<file path="src/hdl/tbc_pkg.sv">
// ----------------------------------------------------------------------------
// tbc_pkg
// Shared types, constants and width helpers for the thresholded centroid block.
// ----------------------------------------------------------------------------
package tbc_pkg;

	localparam int DEF_MAX_WIDTH     = 4096;
	localparam int DEF_MAX_HEIGHT    = 4096;
	localparam int DEF_FRACTION_BITS = 4;

	localparam logic [7:0]  THRESH_RESET = 8'd10;
	localparam logic [12:0] WIDTH_RESET  = 13'd1200;
	localparam logic [15:0] COORD_MAX    = 16'hFFFF;

	localparam int FQ_DEPTH = 2;

	localparam logic REG_THRESH = 1'b0;
	localparam logic REG_WIDTH  = 1'b1;

	typedef struct packed {
		logic [7:0] pixel_value;
		logic       frame_end;
	} pix_t;

	typedef struct packed {
		logic [15:0] center_x;
		logic [15:0] center_y;
		logic [24:0] bright_count;
		logic        empty_frame;
	} res_t;

	typedef struct packed {
		logic full;
		logic empty;
	} fq_stat_t;

	function automatic int tally_w(int mw, int mh);
		return $clog2(longint'(mw) * longint'(mh) + 64'd1);
	endfunction

	function automatic int sum_w(int mw, int mh, int dim);
		return $clog2(longint'(mw) * longint'(mh)) + $clog2(dim);
	endfunction

endpackage

</file>
<file path="src/hdl/threshold_blob_centroid.sv">
// ----------------------------------------------------------------------------
// threshold_blob_centroid
// Centroid of the pixels above a threshold, one result word per frame.
// ----------------------------------------------------------------------------
// channel  | handshake          | word
// ---------+--------------------+-------------------------------------------
// pixel    | push / full        | pixel_value, frame_end
// result   | pop / empty        | center_x, center_y, bright_count, empty_frame
// config   | psel/penable/pready| brightness_threshold @0x0, frame_width @0x4
//
// Takes one pixel word per cycle while full is low; the accumulator itself never stalls.
// Each frame end queues its totals; the divider takes DW dividend bits per
// frame (DW = sum width + fraction bits, 40 at the default sizes), one bit a cycle.
// full rises only while two frames of totals wait for the divider.
// Reset clears counters, sums, queue and result valid flag; no clearing pass.
// ----------------------------------------------------------------------------
module threshold_blob_centroid #(
	parameter int MAX_WIDTH     = tbc_pkg::DEF_MAX_WIDTH,
	parameter int MAX_HEIGHT    = tbc_pkg::DEF_MAX_HEIGHT,
	parameter int FRACTION_BITS = tbc_pkg::DEF_FRACTION_BITS
) (
	input  logic           clk,
	input  logic           arst_n,
	input  logic           push,
	output logic           full,
	input  tbc_pkg::pix_t  pixel,
	output logic           empty,
	input  logic           pop,
	output tbc_pkg::res_t  result,
	input  logic           psel,
	input  logic           penable,
	input  logic           pwrite,
	input  logic [2:0]     paddr,
	input  logic [31:0]    pwdata,
	output logic [31:0]    prdata,
	output logic           pready
);
	import tbc_pkg::*;

	localparam int FQW = sum_w(MAX_WIDTH, MAX_HEIGHT, MAX_WIDTH) +
	                     sum_w(MAX_WIDTH, MAX_HEIGHT, MAX_HEIGHT) +
	                     tally_w(MAX_WIDTH, MAX_HEIGHT);

	logic [7:0]     thr_q;
	logic [12:0]    fw_q;
	logic           accept, cfg_wr;
	logic           frame_push, fq_pop, res_valid;
	logic [FQW-1:0] fq_wdata, fq_rdata;
	fq_stat_t       fq_stat;

	assign pready = 1'b1;
	assign cfg_wr = psel && penable && pwrite && pready;

	always_ff @(posedge clk or negedge arst_n) begin
		if (!arst_n) begin
			thr_q <= THRESH_RESET;
			fw_q  <= WIDTH_RESET;
		end else if (cfg_wr) begin
			case (paddr[2])
				REG_THRESH: thr_q <= pwdata[7:0];
				REG_WIDTH:  fw_q  <= pwdata[12:0];
				default: ;
			endcase
		end
	end

	always_comb begin
		case (paddr[2])
			REG_THRESH: prdata = 32'(thr_q);
			REG_WIDTH:  prdata = 32'(fw_q);
			default:    prdata = '0;
		endcase
	end

	assign full   = fq_stat.full;
	assign accept = push && !full;
	assign empty  = !res_valid;

	tbc_front #(
		.MAX_WIDTH  (MAX_WIDTH),
		.MAX_HEIGHT (MAX_HEIGHT)
	) u_front (
		.clk         (clk),
		.arst_n      (arst_n),
		.accept      (accept),
		.pixel       (pixel),
		.threshold   (thr_q),
		.frame_width (fw_q),
		.frame_push  (frame_push),
		.totals      (fq_wdata)
	);

	tbc_fifo #(
		.WIDTH (FQW),
		.DEPTH (FQ_DEPTH)
	) u_fifo (
		.clk    (clk),
		.arst_n (arst_n),
		.wr     (frame_push),
		.wdata  (fq_wdata),
		.rd     (fq_pop),
		.rdata  (fq_rdata),
		.stat   (fq_stat)
	);

	tbc_div #(
		.MAX_WIDTH     (MAX_WIDTH),
		.MAX_HEIGHT    (MAX_HEIGHT),
		.FRACTION_BITS (FRACTION_BITS)
	) u_div (
		.clk       (clk),
		.arst_n    (arst_n),
		.fq_stat   (fq_stat),
		.totals    (fq_rdata),
		.fq_pop    (fq_pop),
		.res_pop   (pop && !empty),
		.res_valid (res_valid),
		.result    (result)
	);

`ifndef SYNTH
	a_empty_zero: assert property (@(posedge clk) disable iff (!arst_n)
		(!empty && result.empty_frame) |->
			(result.center_x == 16'd0 && result.center_y == 16'd0 &&
			 result.bright_count == 25'd0))
		else $error("empty frame with non-zero fields");

	a_fq_underrun: assert property (@(posedge clk) disable iff (!arst_n)
		fq_pop |-> !fq_stat.empty)
		else $error("divider took totals from an empty queue");

	a_fq_hold: assert property (@(posedge clk) disable iff (!arst_n)
		(fq_stat.full && !fq_pop) |=> fq_stat.full)
		else $error("frame totals lost from a full queue");
`endif

endmodule

</file>
<file path="src/hdl/tbc_front.sv">
// ----------------------------------------------------------------------------
// tbc_front
// Raster position tracking, thresholding and per-frame accumulation.
// ----------------------------------------------------------------------------
module tbc_front #(
	parameter int MAX_WIDTH  = tbc_pkg::DEF_MAX_WIDTH,
	parameter int MAX_HEIGHT = tbc_pkg::DEF_MAX_HEIGHT
) (
	input  logic                clk,
	input  logic                arst_n,
	input  logic                accept,
	input  tbc_pkg::pix_t       pixel,
	input  logic [7:0]          threshold,
	input  logic [12:0]         frame_width,
	output logic                frame_push,
	output logic [tbc_pkg::sum_w(MAX_WIDTH, MAX_HEIGHT, MAX_WIDTH) +
	              tbc_pkg::sum_w(MAX_WIDTH, MAX_HEIGHT, MAX_HEIGHT) +
	              tbc_pkg::tally_w(MAX_WIDTH, MAX_HEIGHT) - 1:0] totals
);
	import tbc_pkg::*;

	localparam int CW = $clog2(MAX_WIDTH);
	localparam int RW = $clog2(MAX_HEIGHT);
	localparam int XW = sum_w(MAX_WIDTH, MAX_HEIGHT, MAX_WIDTH);
	localparam int YW = sum_w(MAX_WIDTH, MAX_HEIGHT, MAX_HEIGHT);
	localparam int TW = tally_w(MAX_WIDTH, MAX_HEIGHT);
	localparam longint unsigned TALLY_CAP = longint'(MAX_WIDTH) * longint'(MAX_HEIGHT);
	localparam int WW = (CW + 1 > 13) ? CW + 1 : 13;

	logic [CW-1:0] col_q;
	logic [RW-1:0] row_q;
	logic [XW-1:0] sx_q, sx_n;
	logic [YW-1:0] sy_q, sy_n;
	logic [TW-1:0] tally_q, tally_n;
	logic          hit;
	logic [WW-1:0] eff_w, col_inc;
	logic          wrap;

	assign hit     = (pixel.pixel_value > threshold) && (tally_q < TW'(TALLY_CAP));
	assign sx_n    = hit ? sx_q + XW'(col_q) : sx_q;
	assign sy_n    = hit ? sy_q + YW'(row_q) : sy_q;
	assign tally_n = hit ? tally_q + TW'(1) : tally_q;

	always_comb begin
		if (frame_width == 13'd0) begin
			eff_w = WW'(1);
		end else if (WW'(frame_width) > WW'(MAX_WIDTH)) begin
			eff_w = WW'(MAX_WIDTH);
		end else begin
			eff_w = WW'(frame_width);
		end
	end

	assign col_inc = WW'(col_q) + WW'(1);
	assign wrap    = col_inc >= eff_w;

	assign frame_push = accept && pixel.frame_end;
	assign totals     = {sx_n, sy_n, tally_n};

	always_ff @(posedge clk or negedge arst_n) begin
		if (!arst_n) begin
			col_q   <= '0;
			row_q   <= '0;
			sx_q    <= '0;
			sy_q    <= '0;
			tally_q <= '0;
		end else if (accept) begin
			if (pixel.frame_end) begin
				col_q   <= '0;
				row_q   <= '0;
				sx_q    <= '0;
				sy_q    <= '0;
				tally_q <= '0;
			end else begin
				sx_q    <= sx_n;
				sy_q    <= sy_n;
				tally_q <= tally_n;
				if (wrap) begin
					col_q <= '0;
					if (row_q != RW'(MAX_HEIGHT - 1))
						row_q <= row_q + RW'(1);
				end else begin
					col_q <= CW'(col_inc);
				end
			end
		end
	end

endmodule

</file>
<file path="src/hdl/tbc_fifo.sv">
// ----------------------------------------------------------------------------
// tbc_fifo
// Short queue of frame totals between the accumulator and the divider.
// ----------------------------------------------------------------------------
module tbc_fifo #(
	parameter int WIDTH = 8,
	parameter int DEPTH = tbc_pkg::FQ_DEPTH
) (
	input  logic                 clk,
	input  logic                 arst_n,
	input  logic                 wr,
	input  logic [WIDTH-1:0]     wdata,
	input  logic                 rd,
	output logic [WIDTH-1:0]     rdata,
	output tbc_pkg::fq_stat_t    stat
);
	import tbc_pkg::*;

	localparam int PW = (DEPTH > 1) ? $clog2(DEPTH) : 1;
	localparam int NW = $clog2(DEPTH + 1);

	logic [WIDTH-1:0] mem_q [DEPTH];
	logic [PW-1:0]    wp_q, rp_q;
	logic [NW-1:0]    cnt_q;
	logic             do_wr, do_rd;

	assign stat.full  = cnt_q == NW'(DEPTH);
	assign stat.empty = cnt_q == '0;
	assign do_wr      = wr && !stat.full;
	assign do_rd      = rd && !stat.empty;
	assign rdata      = mem_q[rp_q];

	always_ff @(posedge clk) begin
		if (do_wr)
			mem_q[wp_q] <= wdata;
	end

	always_ff @(posedge clk or negedge arst_n) begin
		if (!arst_n) begin
			wp_q  <= '0;
			rp_q  <= '0;
			cnt_q <= '0;
		end else begin
			if (do_wr)
				wp_q <= (wp_q == PW'(DEPTH - 1)) ? '0 : wp_q + PW'(1);
			if (do_rd)
				rp_q <= (rp_q == PW'(DEPTH - 1)) ? '0 : rp_q + PW'(1);
			if (do_wr && !do_rd)
				cnt_q <= cnt_q + NW'(1);
			else if (do_rd && !do_wr)
				cnt_q <= cnt_q - NW'(1);
		end
	end

endmodule

</file>
<file path="src/hdl/tbc_div.sv">
// ----------------------------------------------------------------------------
// tbc_div
// Restoring divider for both centroid coordinates, with the result register.
// ----------------------------------------------------------------------------
module tbc_div #(
	parameter int MAX_WIDTH     = tbc_pkg::DEF_MAX_WIDTH,
	parameter int MAX_HEIGHT    = tbc_pkg::DEF_MAX_HEIGHT,
	parameter int FRACTION_BITS = tbc_pkg::DEF_FRACTION_BITS
) (
	input  logic                clk,
	input  logic                arst_n,
	input  tbc_pkg::fq_stat_t   fq_stat,
	input  logic [tbc_pkg::sum_w(MAX_WIDTH, MAX_HEIGHT, MAX_WIDTH) +
	              tbc_pkg::sum_w(MAX_WIDTH, MAX_HEIGHT, MAX_HEIGHT) +
	              tbc_pkg::tally_w(MAX_WIDTH, MAX_HEIGHT) - 1:0] totals,
	output logic                fq_pop,
	input  logic                res_pop,
	output logic                res_valid,
	output tbc_pkg::res_t       result
);
	import tbc_pkg::*;

	localparam int XW  = sum_w(MAX_WIDTH, MAX_HEIGHT, MAX_WIDTH);
	localparam int YW  = sum_w(MAX_WIDTH, MAX_HEIGHT, MAX_HEIGHT);
	localparam int TW  = tally_w(MAX_WIDTH, MAX_HEIGHT);
	localparam int SW  = (XW > YW) ? XW : YW;
	localparam int DW  = SW + FRACTION_BITS;
	localparam int QX  = $clog2(MAX_WIDTH) + FRACTION_BITS;
	localparam int QY  = $clog2(MAX_HEIGHT) + FRACTION_BITS;
	localparam int CNW = $clog2(DW);

	typedef enum logic [1:0] {ST_IDLE, ST_DIV, ST_DONE} state_t;

	state_t         state_q;
	logic [CNW-1:0] cnt_q;
	logic [DW-1:0]  dx_q, dy_q;
	logic [TW:0]    rx_q, ry_q;
	logic [TW-1:0]  den_q;
	logic [QX-1:0]  qx_q;
	logic [QY-1:0]  qy_q;
	logic           res_valid_q;
	res_t           res_q;

	logic [XW-1:0]  in_sx;
	logic [YW-1:0]  in_sy;
	logic [TW-1:0]  in_t;
	logic [TW:0]    rx_sh, ry_sh;
	logic           gx, gy;
	logic           load_out;

	assign {in_sx, in_sy, in_t} = totals;

	assign rx_sh = {rx_q[TW-1:0], dx_q[DW-1]};
	assign ry_sh = {ry_q[TW-1:0], dy_q[DW-1]};
	assign gx    = rx_sh >= {1'b0, den_q};
	assign gy    = ry_sh >= {1'b0, den_q};

	assign fq_pop    = (state_q == ST_IDLE) && !fq_stat.empty;
	assign load_out  = (state_q == ST_DONE) && (!res_valid_q || res_pop);
	assign res_valid = res_valid_q;
	assign result    = res_q;

	always_ff @(posedge clk or negedge arst_n) begin
		if (!arst_n) begin
			state_q     <= ST_IDLE;
			res_valid_q <= 1'b0;
			cnt_q       <= '0;
		end else begin
			case (state_q)
				ST_IDLE: begin
					if (!fq_stat.empty) begin
						dx_q    <= DW'(in_sx) << FRACTION_BITS;
						dy_q    <= DW'(in_sy) << FRACTION_BITS;
						den_q   <= in_t;
						rx_q    <= '0;
						ry_q    <= '0;
						qx_q    <= '0;
						qy_q    <= '0;
						cnt_q   <= CNW'(DW - 1);
						state_q <= ST_DIV;
					end
				end
				ST_DIV: begin
					dx_q  <= dx_q << 1;
					dy_q  <= dy_q << 1;
					rx_q  <= gx ? rx_sh - {1'b0, den_q} : rx_sh;
					ry_q  <= gy ? ry_sh - {1'b0, den_q} : ry_sh;
					qx_q  <= QX'({qx_q, gx});
					qy_q  <= QY'({qy_q, gy});
					cnt_q <= cnt_q - CNW'(1);
					if (cnt_q == '0)
						state_q <= ST_DONE;
				end
				ST_DONE: begin
					if (load_out)
						state_q <= ST_IDLE;
				end
				default: state_q <= ST_IDLE;
			endcase

			if (load_out) begin
				res_valid_q        <= 1'b1;
				res_q.bright_count <= 25'(den_q);
				res_q.empty_frame  <= den_q == '0;
				if (den_q == '0) begin
					res_q.center_x <= '0;
					res_q.center_y <= '0;
				end else begin
					res_q.center_x <= (qx_q > QX'(COORD_MAX)) ? COORD_MAX : 16'(qx_q);
					res_q.center_y <= (qy_q > QY'(COORD_MAX)) ? COORD_MAX : 16'(qy_q);
				end
			end else if (res_pop) begin
				res_valid_q <= 1'b0;
			end
		end
	end

endmodule

</file>
<file path="config.mk">
export PLATFORM = sky130hd
export DESIGN_NAME = threshold_blob_centroid
export DESIGN_NICKNAME = d
export VERILOG_FILES = /design/src/hdl/tbc_pkg.sv /design/src/hdl/threshold_blob_centroid.sv /design/src/hdl/tbc_front.sv /design/src/hdl/tbc_fifo.sv /design/src/hdl/tbc_div.sv
export SDC_FILE = /design/constraint.sdc
export NUM_CORES = 1
export LEC_CHECK = 0
export BUFFER_PORTS_ARGS = -buffer_cell sky130_fd_sc_hd__buf_2
export CORE_MARGIN = 5
export CORE_UTILIZATION = 44
export DETAILED_ROUTE_END_ITERATION = 8
export HOLD_SLACK_MARGIN = 0.05
export PLACE_DENSITY_LB_ADDON = 0.08
export SLEW_MARGIN = 15
export SYNTH_ARGS = -nofsm -noshare
export SYNTH_HDL_FRONTEND = slang
export SYNTH_HIERARCHICAL = 1
export SYNTH_SLANG_ARGS = --single-unit
</file>
<file path="constraint.sdc">
create_clock -name clk -period 31.1 [get_ports clk]
set_clock_uncertainty 0.2 [all_clocks]
set_input_delay 7.775 -clock clk [delete_from_list [all_inputs] [get_ports clk]]
set_output_delay 7.775 -clock clk [all_outputs]
set_load 0.02 [all_outputs]
</file>
-- Word-level counts from Yosys, hierarchy flattened
Memories as Yosys holds them, arrays and structs flattened.
Index checks and enable logic that the tools add are counted.
- flip-flop bits (word level): 400
- memory bits (writable): 194
- bits of input ports: 51
- output and inout bits: 93
- memories kept: 1
- memory list (memory ; words ; width ; read ports ; clocked after Yosys merged registers in ; wr ports ; RTL line ; source):
    u_fifo.mem_q ; 2 ; 97 ; 1 ; 0 ; 1 ; tbc_fifo.sv:22 ; logic [WIDTH-1:0] mem_q [DEPTH];
- $add $sub $neg: 12
- $lt $le $gt $ge: 8
- equality and inequality tests: 7
- mux-type cells: 42
- bitwise gates (word level): 2
- reduce and logical (&&, ||, !) cells: 36
- operator list (operator ; count):
    40-bit one-hot mux with 2 select lines ; 2
    36-bit two-way mux ; 4
    25-bit two-way mux ; 5
    25-bit one-hot mux with 2 select lines ; 2
    40-bit two-way mux ; 2
    36-bit by 12-bit adder with 36-bit output ; 2
    16-bit one-hot mux with 2 select lines ; 2
    32-bit one-hot mux with 2 select lines ; 1
    12-bit two-way mux ; 5
    26-bit by 25-bit >= comparator with 1-bit output ; 2
    25-bit subtractor ; 2
    16-bit two-way mux ; 3
    16-bit > comparator, second input constant ; 2
    13-bit two-way mux ; 2
    25-bit by 1-bit adder with 25-bit output, second input constant ; 1
    25-bit zero test ; 1
    25-bit < comparator, second input constant ; 1
    12-bit by 1-bit adder with 13-bit output, second input constant ; 1
    13-bit >= comparator ; 1
    13-bit > comparator, second input constant ; 1
    13-bit zero test ; 1
    12-bit by 1-bit adder with 12-bit output, second input constant ; 1
    1-bit logical AND ; 12
    12-bit != test, second input constant ; 1
    22 further kinds ; 50

-- Logic depth before layout (Yosys ltp)
Gate-level depths: netlist of the first run.
- depth after elaboration: 9
- depth in mapped cells: 15

-- Cells and area by module
The synthesis of the first run kept the hierarchy.
- modules (own cells, without submodules) (module ; times used ; cells each ; area an instance (um^2) ; seq. area each (um^2)):
    tbc_div ; 1 ; 1111 ; 12226.7 ; 7342.0
    tbc_front ; 1 ; 1067 ; 9515.4 ; 3027.9
    tbc_fifo ; 1 ; 321 ; 7269.5 ; 5925.7
    threshold_blob_centroid ; 1 ; 84 ; 1146.1 ; 533.0

-- Worst setup path before layout of the first run
Ideal clock, no wire load.
- path kind: input -> register
- from: in arst_n
- to: reg u_div.dx_q[10], enable pin
- data arrival time: 18.889 ns
- required time: 29.995 ns
- path slack: 11.106 ns
- cell stages on the path: 1
- cell sequence: a21boi_0
- word-level cells in the longest chain between the ends: 1
- ends and longest elaborated chain (element ; RTL line ; source):
    from (decl) ; threshold_blob_centroid.sv:23 ; input logic arst_n,
    3-bit AND reduction (no line) ; n/a ;
    to (signal assigned) ; tbc_div.sv:72 ; dx_q <= DW'(in_sx) << FRACTION_BITS;
    to (signal assigned) ; tbc_div.sv:84 ; dx_q <= dx_q << 1;
    to (decl) ; tbc_div.sv:36 ; logic [DW-1:0] dx_q, dy_q;
Every way passes these cells.
A chain may end at the register's enable or synchronous reset.

-- Worst setup path in the final report of the first run
- from: in paddr[2]
- to: out prdata[5]
- word-level cells in the longest chain between the ends: 2
- ends and longest elaborated chain (element ; RTL line ; source):
    from (decl) ; threshold_blob_centroid.sv:33 ; input logic [2:0] paddr,
    1-bit inverter (no line) ; n/a ;
    32-bit one-hot mux with 2 select lines * ; threshold_blob_centroid.sv:68 ; case (paddr[2])
    to (decl) ; threshold_blob_centroid.sv:35 ; output logic [31:0] prdata,
Mark *: on every way between the ends. The rest lies on a longest branch, timed or not. The select of a mux whose other input is x is not followed.

==> flow_summary.toml, run 1 <==
[status]
status = "completed"

[setup_path]
r2r-end = "u_fifo/mem_q[0][70]"
critPathLaunch = "paddr[2]"
worstPathArrival_ns = 8.59
r2r_setup_slack_ns = 27.02
critPathSlowestCell = "mux2_2"
worstSetupPathType = "input port to output port"
rr_worst_depth = 9
end_kind = "output port"
critPathCapture = "prdata[5]"
crit_cells = 3
timing.critical_path.buf_inv = 2
max_stage_delay_ns = 0.38
path_delay_family = "buffers and inverters"
cp_max_fo = 15
worstPathCellList = "buf_2 -> mux2_2 -> buf_2"
critPathLaunchType = "input port"
reg2reg_from = "u_fifo/cnt_q[0]"
required_ns = 23.13
critPathMostFrequentCell = "buf_2"

[min_path]
hold_class = "register to register"

[power]
p_leak_nw = 13.6
p_per_area_nw_per_um2 = 87.5
peakVddDrop_v = 0.0000462

[cts]
clkTransAtPathRegs_ns = 0.05
cts_resized = 0
clk_latency_ns = 0.59
postCtsSetupBuffers = 0
clock_sinks = 586
root_buffer = "clkbuf_16"
clock_path_buffers = 3
h-tree-depth = 3
numCtsBuffers = 67
cts_hold_buf = 0
cts_tree = "built"

[finish]
n_antenna_cell = 0
layout-drive-gt1-share = 0.160
fillers = 6056
layout_commonest_cell = "edfxtp_1"
fin_cells = 3590
seq_area_um2 = 16800
syn_to_final_growth_pct = 11.2
multiInputGateArea_um2 = 12400
final_cell_mix = "edfxtp_1 (431), nand2_1 (383), nor2_1 (156)"
nNetsFinal = 2811

[sta]
max_freq_mhz = 60.4
setup_violations = 0
finalSetupTns_ns = 0
tightestPinTransition_ns = 1.11
slew_violations = 0
min_period_over_period = 0.533
hold_viol_final = 0
min_period_ns = 16.57
hold_slack_ns = 0.293
setup_ws_ns = 14.53
max_slew_margin = 0.262
rsz0062_at_grt = "no"

[floorplan]
die_h_um = 272
fp-row-count = 96
die_area_um2 = 73900
start_util = 0.441
io_pins = 144
die_x_um = 272
core_um2 = 68300

[route]
antenna_left = 0
wirelength_um = 65700
viasPerCell = 5.51
first_pass_iters = 5
drc = 0
routedWlPerCell_um = 18.3
vias = 19800
drt_iter0_markers = 1224

[yosys]
synthCells = 2583
ys_warn_count = 6
ys_seq_area_frac = 0.558
synth_area_leaders = "edfxtp_1 (43%), dfrtp_1 (12%), nand2_1 (4.8%), ha_1 (4.2%), mux2_2 (3.6%)"
syn-cell-area_um2 = 30200
ys.flop_type = "edfxtp_1"
synthDominantCellAreaShare = 0.429
synthArstFlopShare = 0.265
synth-seq-cells = 586
synth_cell_type_count = 105
synth-edff-count = 431
yosys.area.top_type = "edfxtp_1"
syn_avg_cell_area_um2 = 11.7

[grt]
grt-ovfl-total = 0
grt_antenna_before_repair = 0
gr-usage-all-layers = 0.176
use_met3 = 0.0287
grt_start_max_net_pins = 94
grt_util_met2 = 0.290
grt_first_pass_wirelength_um = 107000
grt_most_used_layer = "met2"
grt_pass1_vias = 19900
use_met1 = 0.239

[placed_design]
dp_hpwl_um = 42100
port_buffers = 102
gp_congestion = 0.846
dp_slack_ns = 14.53
dp.cells = 3468

[job]
max_cap_viol_count = 0
## cell usage after synthesis (9+ instances only)
library cell,instances
edfxtp_1,431
nand2_1,383
nor2_1,158
dfrtp_1,149
a21oi_1,107
ha_1,101
mux2_2,96
inv_1,77
clkbuf_1,73
xor2_1,72
xnor2_1,71
nand3_1,63
o21ai_0,61
o2bb2ai_1,57
mux2i_1,50
nor2b_1,49
and2_1,42
a21o_1,41
and3_1,35
nor3_1,35
mux2_4,30
buf_2,28
nand4_1,28
buf_4,24
a211oi_1,16
nor4_1,15
o21a_1,14
o211ai_1,13
a22oi_1,12
or3_1,12
nor4_2,11
a221o_1,10
and4_1,9
## cell type report
class | count | share of cell area
clock buffer | 89 | 0.0546
clock inverter | 33 | 0.0101
inverter | 79 | 0.00892
multi-input combinational | 1795 | 0.371
sequential | 586 | 0.502
tap | 882 | 0.0329
timing repair buffer | 126 | 0.0208
## metal layers
layer / part of all wire / routed length (um) / vias up
met5: 0 / 0 / -
met4: 0.027 / 1750 / 0
met3: 0.040 / 2610 / 114
met2: 0.47 / 30900 / 357
met1: 0.46 / 30400 / 9730
li1: - / - / 9583
## report_power, final
group          internal, mW  switching [mW]  total [mW]
sequential             1.08           0.105        1.19
combinational         0.393           0.578       0.972
clock                 0.459           0.317       0.777
## worst min-delay path by stage
stage | from | end | slack (ns) | cells past startpoint
floorplan | u_div/cnt_q[5] | u_div/cnt_q[5] | 0.25 | 1
global placement | u_div/cnt_q[5] | u_div/cnt_q[5] | 0.26 | 1
detailed placement | u_div/cnt_q[5] | u_div/cnt_q[5] | 0.27 | 1
CTS | u_div/cnt_q[5] | u_div/cnt_q[5] | 0.30 | 1
global route | u_div/den_q[2] | u_div/result[3] | 0.32 | 0
finish | u_div/cnt_q[5] | u_div/cnt_q[5] | 0.29 | 1
## cells by family after synthesis
logic type	after synthesis	synth area share
buffers and inverters	220	0.0336
adders and majority gates	105	0.0446
xor gates and xnor gates	143	0.0415
and+or+nand+nor	904	0.147
DFF	586	0.558
AOI/OAI and AO/OA	447	0.107
other	2	0.000249
muxes	176	0.0674
## sequential cells by signal, summed over array words and instances (netlist names), 12 cells and up
name	cells
fw_q	13
u_div/den_q	25
u_div/dx_q	36
u_div/dy_q	36
u_div/qx_q	16
u_div/qy_q	16
u_div/result	58
u_div/rx_q	25
u_div/ry_q	25
u_fifo/mem_q	194
u_front/col_q	12
u_front/row_q	12
u_front/sx_q	36
u_front/sy_q	36
u_front/tally_q	25
## per-stage QoR
stage | util | total power, mW | instance area (um2)
after floorplan | - | 1.97 | 30200
after global placement | 0.459 | 2.15 | 31400
after detailed placement | 0.459 | 2.18 | 31400
after CTS | 0.491 | 2.97 | 33500
after global routing | 0.491 | 3.14 | 33500
final | 0.491 | 2.93 | 33500
Power figures use the tool's default switching activity.
==> run 2, diff against run 1 <==
==> constraint.sdc (replaced) <==
create_clock -name clk -period 16.69 [get_ports clk]
set_clock_uncertainty 0.2 [all_clocks]
set_input_delay 4.1725 -clock clk [delete_from_list [all_inputs] [get_ports clk]]
set_output_delay 4.1725 -clock clk [all_outputs]
set_load 0.02 [all_outputs]
==> run 2 against run 1 <==
  * Combinational power up 85%
  * Count of clock-buffer cells in the layout down 6
  * Routed wire length down 0.24%
  * Worst setup slack worse by 7.2 ns
  * Critical path type unchanged
  * Largest power group unchanged
  * Sequential power up 87%
  * Sequential cell count unchanged
  * Final area down 0.27%
  * Clock power up 80%
  * Global-route usage about the same
  * First-iteration DRC count up 14%
==> flow_summary.toml, run 2 (synthesized netlist as in run 1, its figures left out) <==
[status]
status = "completed"

[min_path]
hold_class = "register to register"
min_from = "u_div/cnt_q[5]"
hold_depth = 1
worstHoldEndpoint = "u_div/cnt_q[5]"

[cts]
cts_hold_buf = 0
clock_path_buffers = 3
clk_latency_ns = 0.59
cts_tree = "built"
clkTransAtPathRegs_ns = 0.06
clock_sinks = 586
root_buffer = "clkbuf_16"
numCtsBuffers = 67
postCtsSetupBuffers = 0
cts_resized = 0
h-tree-depth = 3

[finish]
largest_register_ffs = 194
nNetsFinal = 2812
postLayoutCoreUtil = 0.489
regMostFlops = "u_fifo/mem_q"
final_cell_mix = "edfxtp_1 (431), nand2_1 (383), nor2_1 (156)"
n_antenna_cell = 0
layout-drive-gt1-share = 0.159
syn_to_final_growth_pct = 10.9
layout_commonest_cell = "edfxtp_1"

[route]
first_pass_iters = 5
routedWlPerCell_um = 18.3
antenna_left = 0
drt_iter0_markers = 1397
vias = 19900
viasPerCell = 5.54
wirelength_um = 65600
drc = 0

[setup_path]
cp_max_fo = 15
worstSetupPathType = "input port to output port"
rr_worst_depth = 10
end_kind = "output port"
worstPathArrival_ns = 4.99
r2r-end = "u_fifo/mem_q[0][81]"
required_ns = 12.32
critPathLaunchType = "input port"
reg2reg_from = "u_fifo/cnt_q[0]"
r2r_setup_slack_ns = 12.27

[placed_design]
gp_congestion = 0.844
port_buffers = 102
dp_hpwl_um = 41600
dp_slack_ns = 7.32

[sta]
max_freq_mhz = 107
setup_ws_ns = 7.32
slew_violations = 0
max_slew_margin = 0.253
min_period_ns = 9.37
min_period_over_period = 0.561
rsz0062_at_grt = "no"
tightestPinTransition_ns = 1.12
hold_slack_ns = 0.280
hold_viol_final = 0
setup_violations = 0
finalSetupTns_ns = 0

[grt]
grt_first_pass_wirelength_um = 107000
grt_most_used_layer = "met2"
use_met3 = 0.0296
gr-usage-all-layers = 0.176
grt_antenna_before_repair = 0
grt_util_met2 = 0.291
grt_pass1_vias = 19800
grt_start_max_net_pins = 93
use_met1 = 0.239
grt-ovfl-total = 0

[floorplan]
die_area_um2 = 73900
die_x_um = 272
fp-row-count = 96
core_um2 = 68300
io_pins = 144
die_h_um = 272
start_util = 0.441

[power]
p_leak_nw = 13.6
p_per_area_nw_per_um2 = 162
peakVddDrop_v = 0.0000914
total_power_mw = 5.42

[job]
max_cap_viol_count = 0
[run 2: changes by cell type in the layout (fill, tap and decap cells not counted), sizes merged]
cell,previous run,this run
clkbuf,89,83
clkinv,21,27
bufinv,5,3
buf,126,127
inv,81,80
[run 2: final cells by class]
type / instances / area [um2]
Timing Repair Buffer: 127 / 704
Inverter: 79 / 299
Fill cell: 6054 / 34900
Multi-Input combinational cell: 1795 / 12400
Sequential cell: 586 / 16800
Clock inverter: 36 / 275
Tap cell: 882 / 1100
Clock buffer: 83 / 1800
[run 2: how the worst max path moves through the flow]
stage          startpoint             end  slack (ns)
6_report         paddr[2]       prdata[5]        7.32
5_1_grt          paddr[2]       prdata[5]        7.28
3_5_place_dp     paddr[2]       prdata[5]        7.32
4_1_cts          paddr[2]       prdata[5]        7.31
3_3_place_gp     paddr[2]       prdata[5]        7.34
2_1_floorplan      arst_n  u_div/dx_q[10]        0.30
[run 2: per-layer routing]
metal / part of all wire / wire, um
met5: 0 / 0
met1: 0.46 / 30100
met4: 0.023 / 1540
met3: 0.047 / 3100
met2: 0.47 / 30800
[run 2: worst max-delay path, stage by stage]
cell	delay (ns)
buf_2	0.28
mux2_2	0.38
buf_2	0.16
[run 2: metrics by stage]
| stage | instance area [um2] | cells |
|---|---|---|
| 5_1_grt | 33400 | 3588 |
| 3_5_place_dp | 31400 | 3469 |
| 6_report | 33400 | 3588 |
| 3_3_place_gp | 31400 | 3469 |
| 2_1_floorplan | 30200 | 2601 |
| 4_1_cts | 33400 | 3588 |
[run 2: power by group]
part | switching (mW) | internal (mW) | total, mW
clock network | 0.585 | 0.813 | 1.40
registers | 0.204 | 2.01 | 2.22
logic | 1.07 | 0.735 | 1.80
total | 1.86 | 3.56 | 5.42
==> run 3, diff against run 2 <==
==> constraint.sdc (replaced) <==
create_clock -name clk -period 8.17 [get_ports clk]
set_clock_uncertainty 0.2 [all_clocks]
set_input_delay 2.0425 -clock clk [delete_from_list [all_inputs] [get_ports clk]]
set_output_delay 2.0425 -clock clk [all_outputs]
set_load 0.02 [all_outputs]
==> run 3 against run 2 <==
  * Via count is 0.54% lower
  * Highest routed layer unchanged
  * Count of clock-buffer cells in the layout is 15 higher
  * Critical endpoint is now prdata[3]
  * Combinational power up 110%
  * Register-to-register slack worse by 8.2 ns
==> flow_summary.toml, run 3 (synthesized netlist as in run 1, its figures left out) <==
[finish]
multiInputGateArea_um2 = 12400
layout-drive-gt1-share = 0.156
fillers = 6105
nNetsFinal = 2811
syn_to_final_growth_pct = 11.1
n_antenna_cell = 0
final_cell_mix = "edfxtp_1 (431), nand2_1 (383), nor2_1 (156)"
fin_cells = 3592
largest_register_ffs = 194
layout_commonest_cell = "edfxtp_1"
seq_area_um2 = 16800
postLayoutCoreUtil = 0.490
regMostFlops = "u_fifo/mem_q"

[cts]
cts_tree = "built"
cts_hold_buf = 0
clkTransAtPathRegs_ns = 0.06
clock_sinks = 586
h-tree-depth = 3
postCtsSetupBuffers = 0
root_buffer = "clkbuf_16"
clock_path_buffers = 3
numCtsBuffers = 68
cts_resized = 0
clk_latency_ns = 0.60

[floorplan]
start_util = 0.441
core_um2 = 68300
die_area_um2 = 73900
die_x_um = 272
fp-row-count = 96
die_h_um = 272
io_pins = 144

[setup_path]
worstSetupPathType = "input port to output port"
required_ns = 5.93
critPathLaunchType = "input port"
reg2reg_from = "u_div/den_q[0]"
worstPathArrival_ns = 2.86
cp_max_fo = 15
critPathSlowestCell = "mux2_2"
critPathMostFrequentCell = "buf_2"
end_kind = "output port"
critPathLaunch = "paddr[2]"
worstPathCellList = "buf_2 -> mux2_2 -> buf_2"
max_stage_delay_ns = 0.38

[route]
wirelength_um = 65700
drc = 0
drt_iter0_markers = 1098
vias = 19800
first_pass_iters = 5
antenna_left = 0
routedWlPerCell_um = 18.3
viasPerCell = 5.50

[sta]
finalSetupTns_ns = 0
tightestPinTransition_ns = 1.11
setup_ws_ns = 3.07
setup_violations = 0
hold_viol_final = 0
rsz0062_at_grt = "no"
hold_slack_ns = 0.284
min_period_over_period = 0.624
max_freq_mhz = 196
min_period_ns = 5.10
slew_violations = 0
max_slew_margin = 0.257

[placed_design]
dp_slack_ns = 2.81
dp.cells = 3467
dp_hpwl_um = 41900
port_buffers = 102
gp_congestion = 0.854

[grt]
grt_first_pass_wirelength_um = 106000
gr-usage-all-layers = 0.175
grt_antenna_before_repair = 0
grt-ovfl-total = 0
grt_start_max_net_pins = 103
grt_pass1_vias = 19800

[status]
status = "completed"

[power]
p_leak_nw = 13.6
peakVddDrop_v = 0.000176
p_per_area_nw_per_um2 = 332

[min_path]
hold_class = "register to register"
min_from = "u_div/cnt_q[5]"

[job]
max_cap_viol_count = 0
run 3: cell count changes in the layout (fill, tap and decap cells not counted), sizes merged:
cell and delta:
clkbuf +15, clkinv -6, clkinvlp -5, buf -2, inv +2
run 3: critical path: cells and delay by family:
family / cells / cell delay [ns]
buffers and inverters: 2 / 0.43
muxes: 1 / 0.38
run 3: worst paths after layout:
| check | end | slack, ns | cells after the start |
|---|---|---|---|
| max | prdata[3] | 3.07 | 3 |
| min | u_div/cnt_q[5] | 0.28 | 1 |
| max reg2reg | u_div/rx_q[20] | 4.03 | 12 |
| min in group asynchronous | u_front/sx_q[17] | 1.13 | 1 |
| min reg2reg | u_div/cnt_q[5] | 0.28 | 1 |
| max in group asynchronous | fw_q[9] | 5.27 | 2 |
run 3: area by class of cell:
class | instances | area share
Clock inverter | 27 | 0.00680
Sequential cell | 586 | 0.502
Timing Repair Buffer | 125 | 0.0213
Clock buffer | 98 | 0.0563
Tap cell | 882 | 0.0329
Multi-Input combinational cell | 1795 | 0.371
Inverter | 79 | 0.00893
run 3: report_power, final:
| group | leakage [nW] | internal (mW) | total [mW] | switching, mW |
|---|---|---|---|---|
| Combinational | 6.47 | 1.50 | 3.71 | 2.20 |
| Clock | 1.04 | 1.71 | 2.90 | 1.19 |
| Sequential | 6.12 | 4.12 | 4.51 | 0.398 |
| Total | 13.6 | 7.33 | 11.1 | 3.79 |
run 3: metal layers:
layer	vias up	global-route usage	wire, um
met2	342	0.291	30800
li1	9588	-	-
met4	0	0.0526	1750
met3	117	0.0285	2470
met1	9716	0.238	30700
met5	-	0	0
run 3: per-stage QoR:
stage	area (um2)	total power, mW
2_1_floorplan	30200	7.44
6_report	33500	11.1
3_5_place_dp	31400	8.28
5_1_grt	33500	11.9
4_1_cts	33500	11.3
3_3_place_gp	31400	8.20
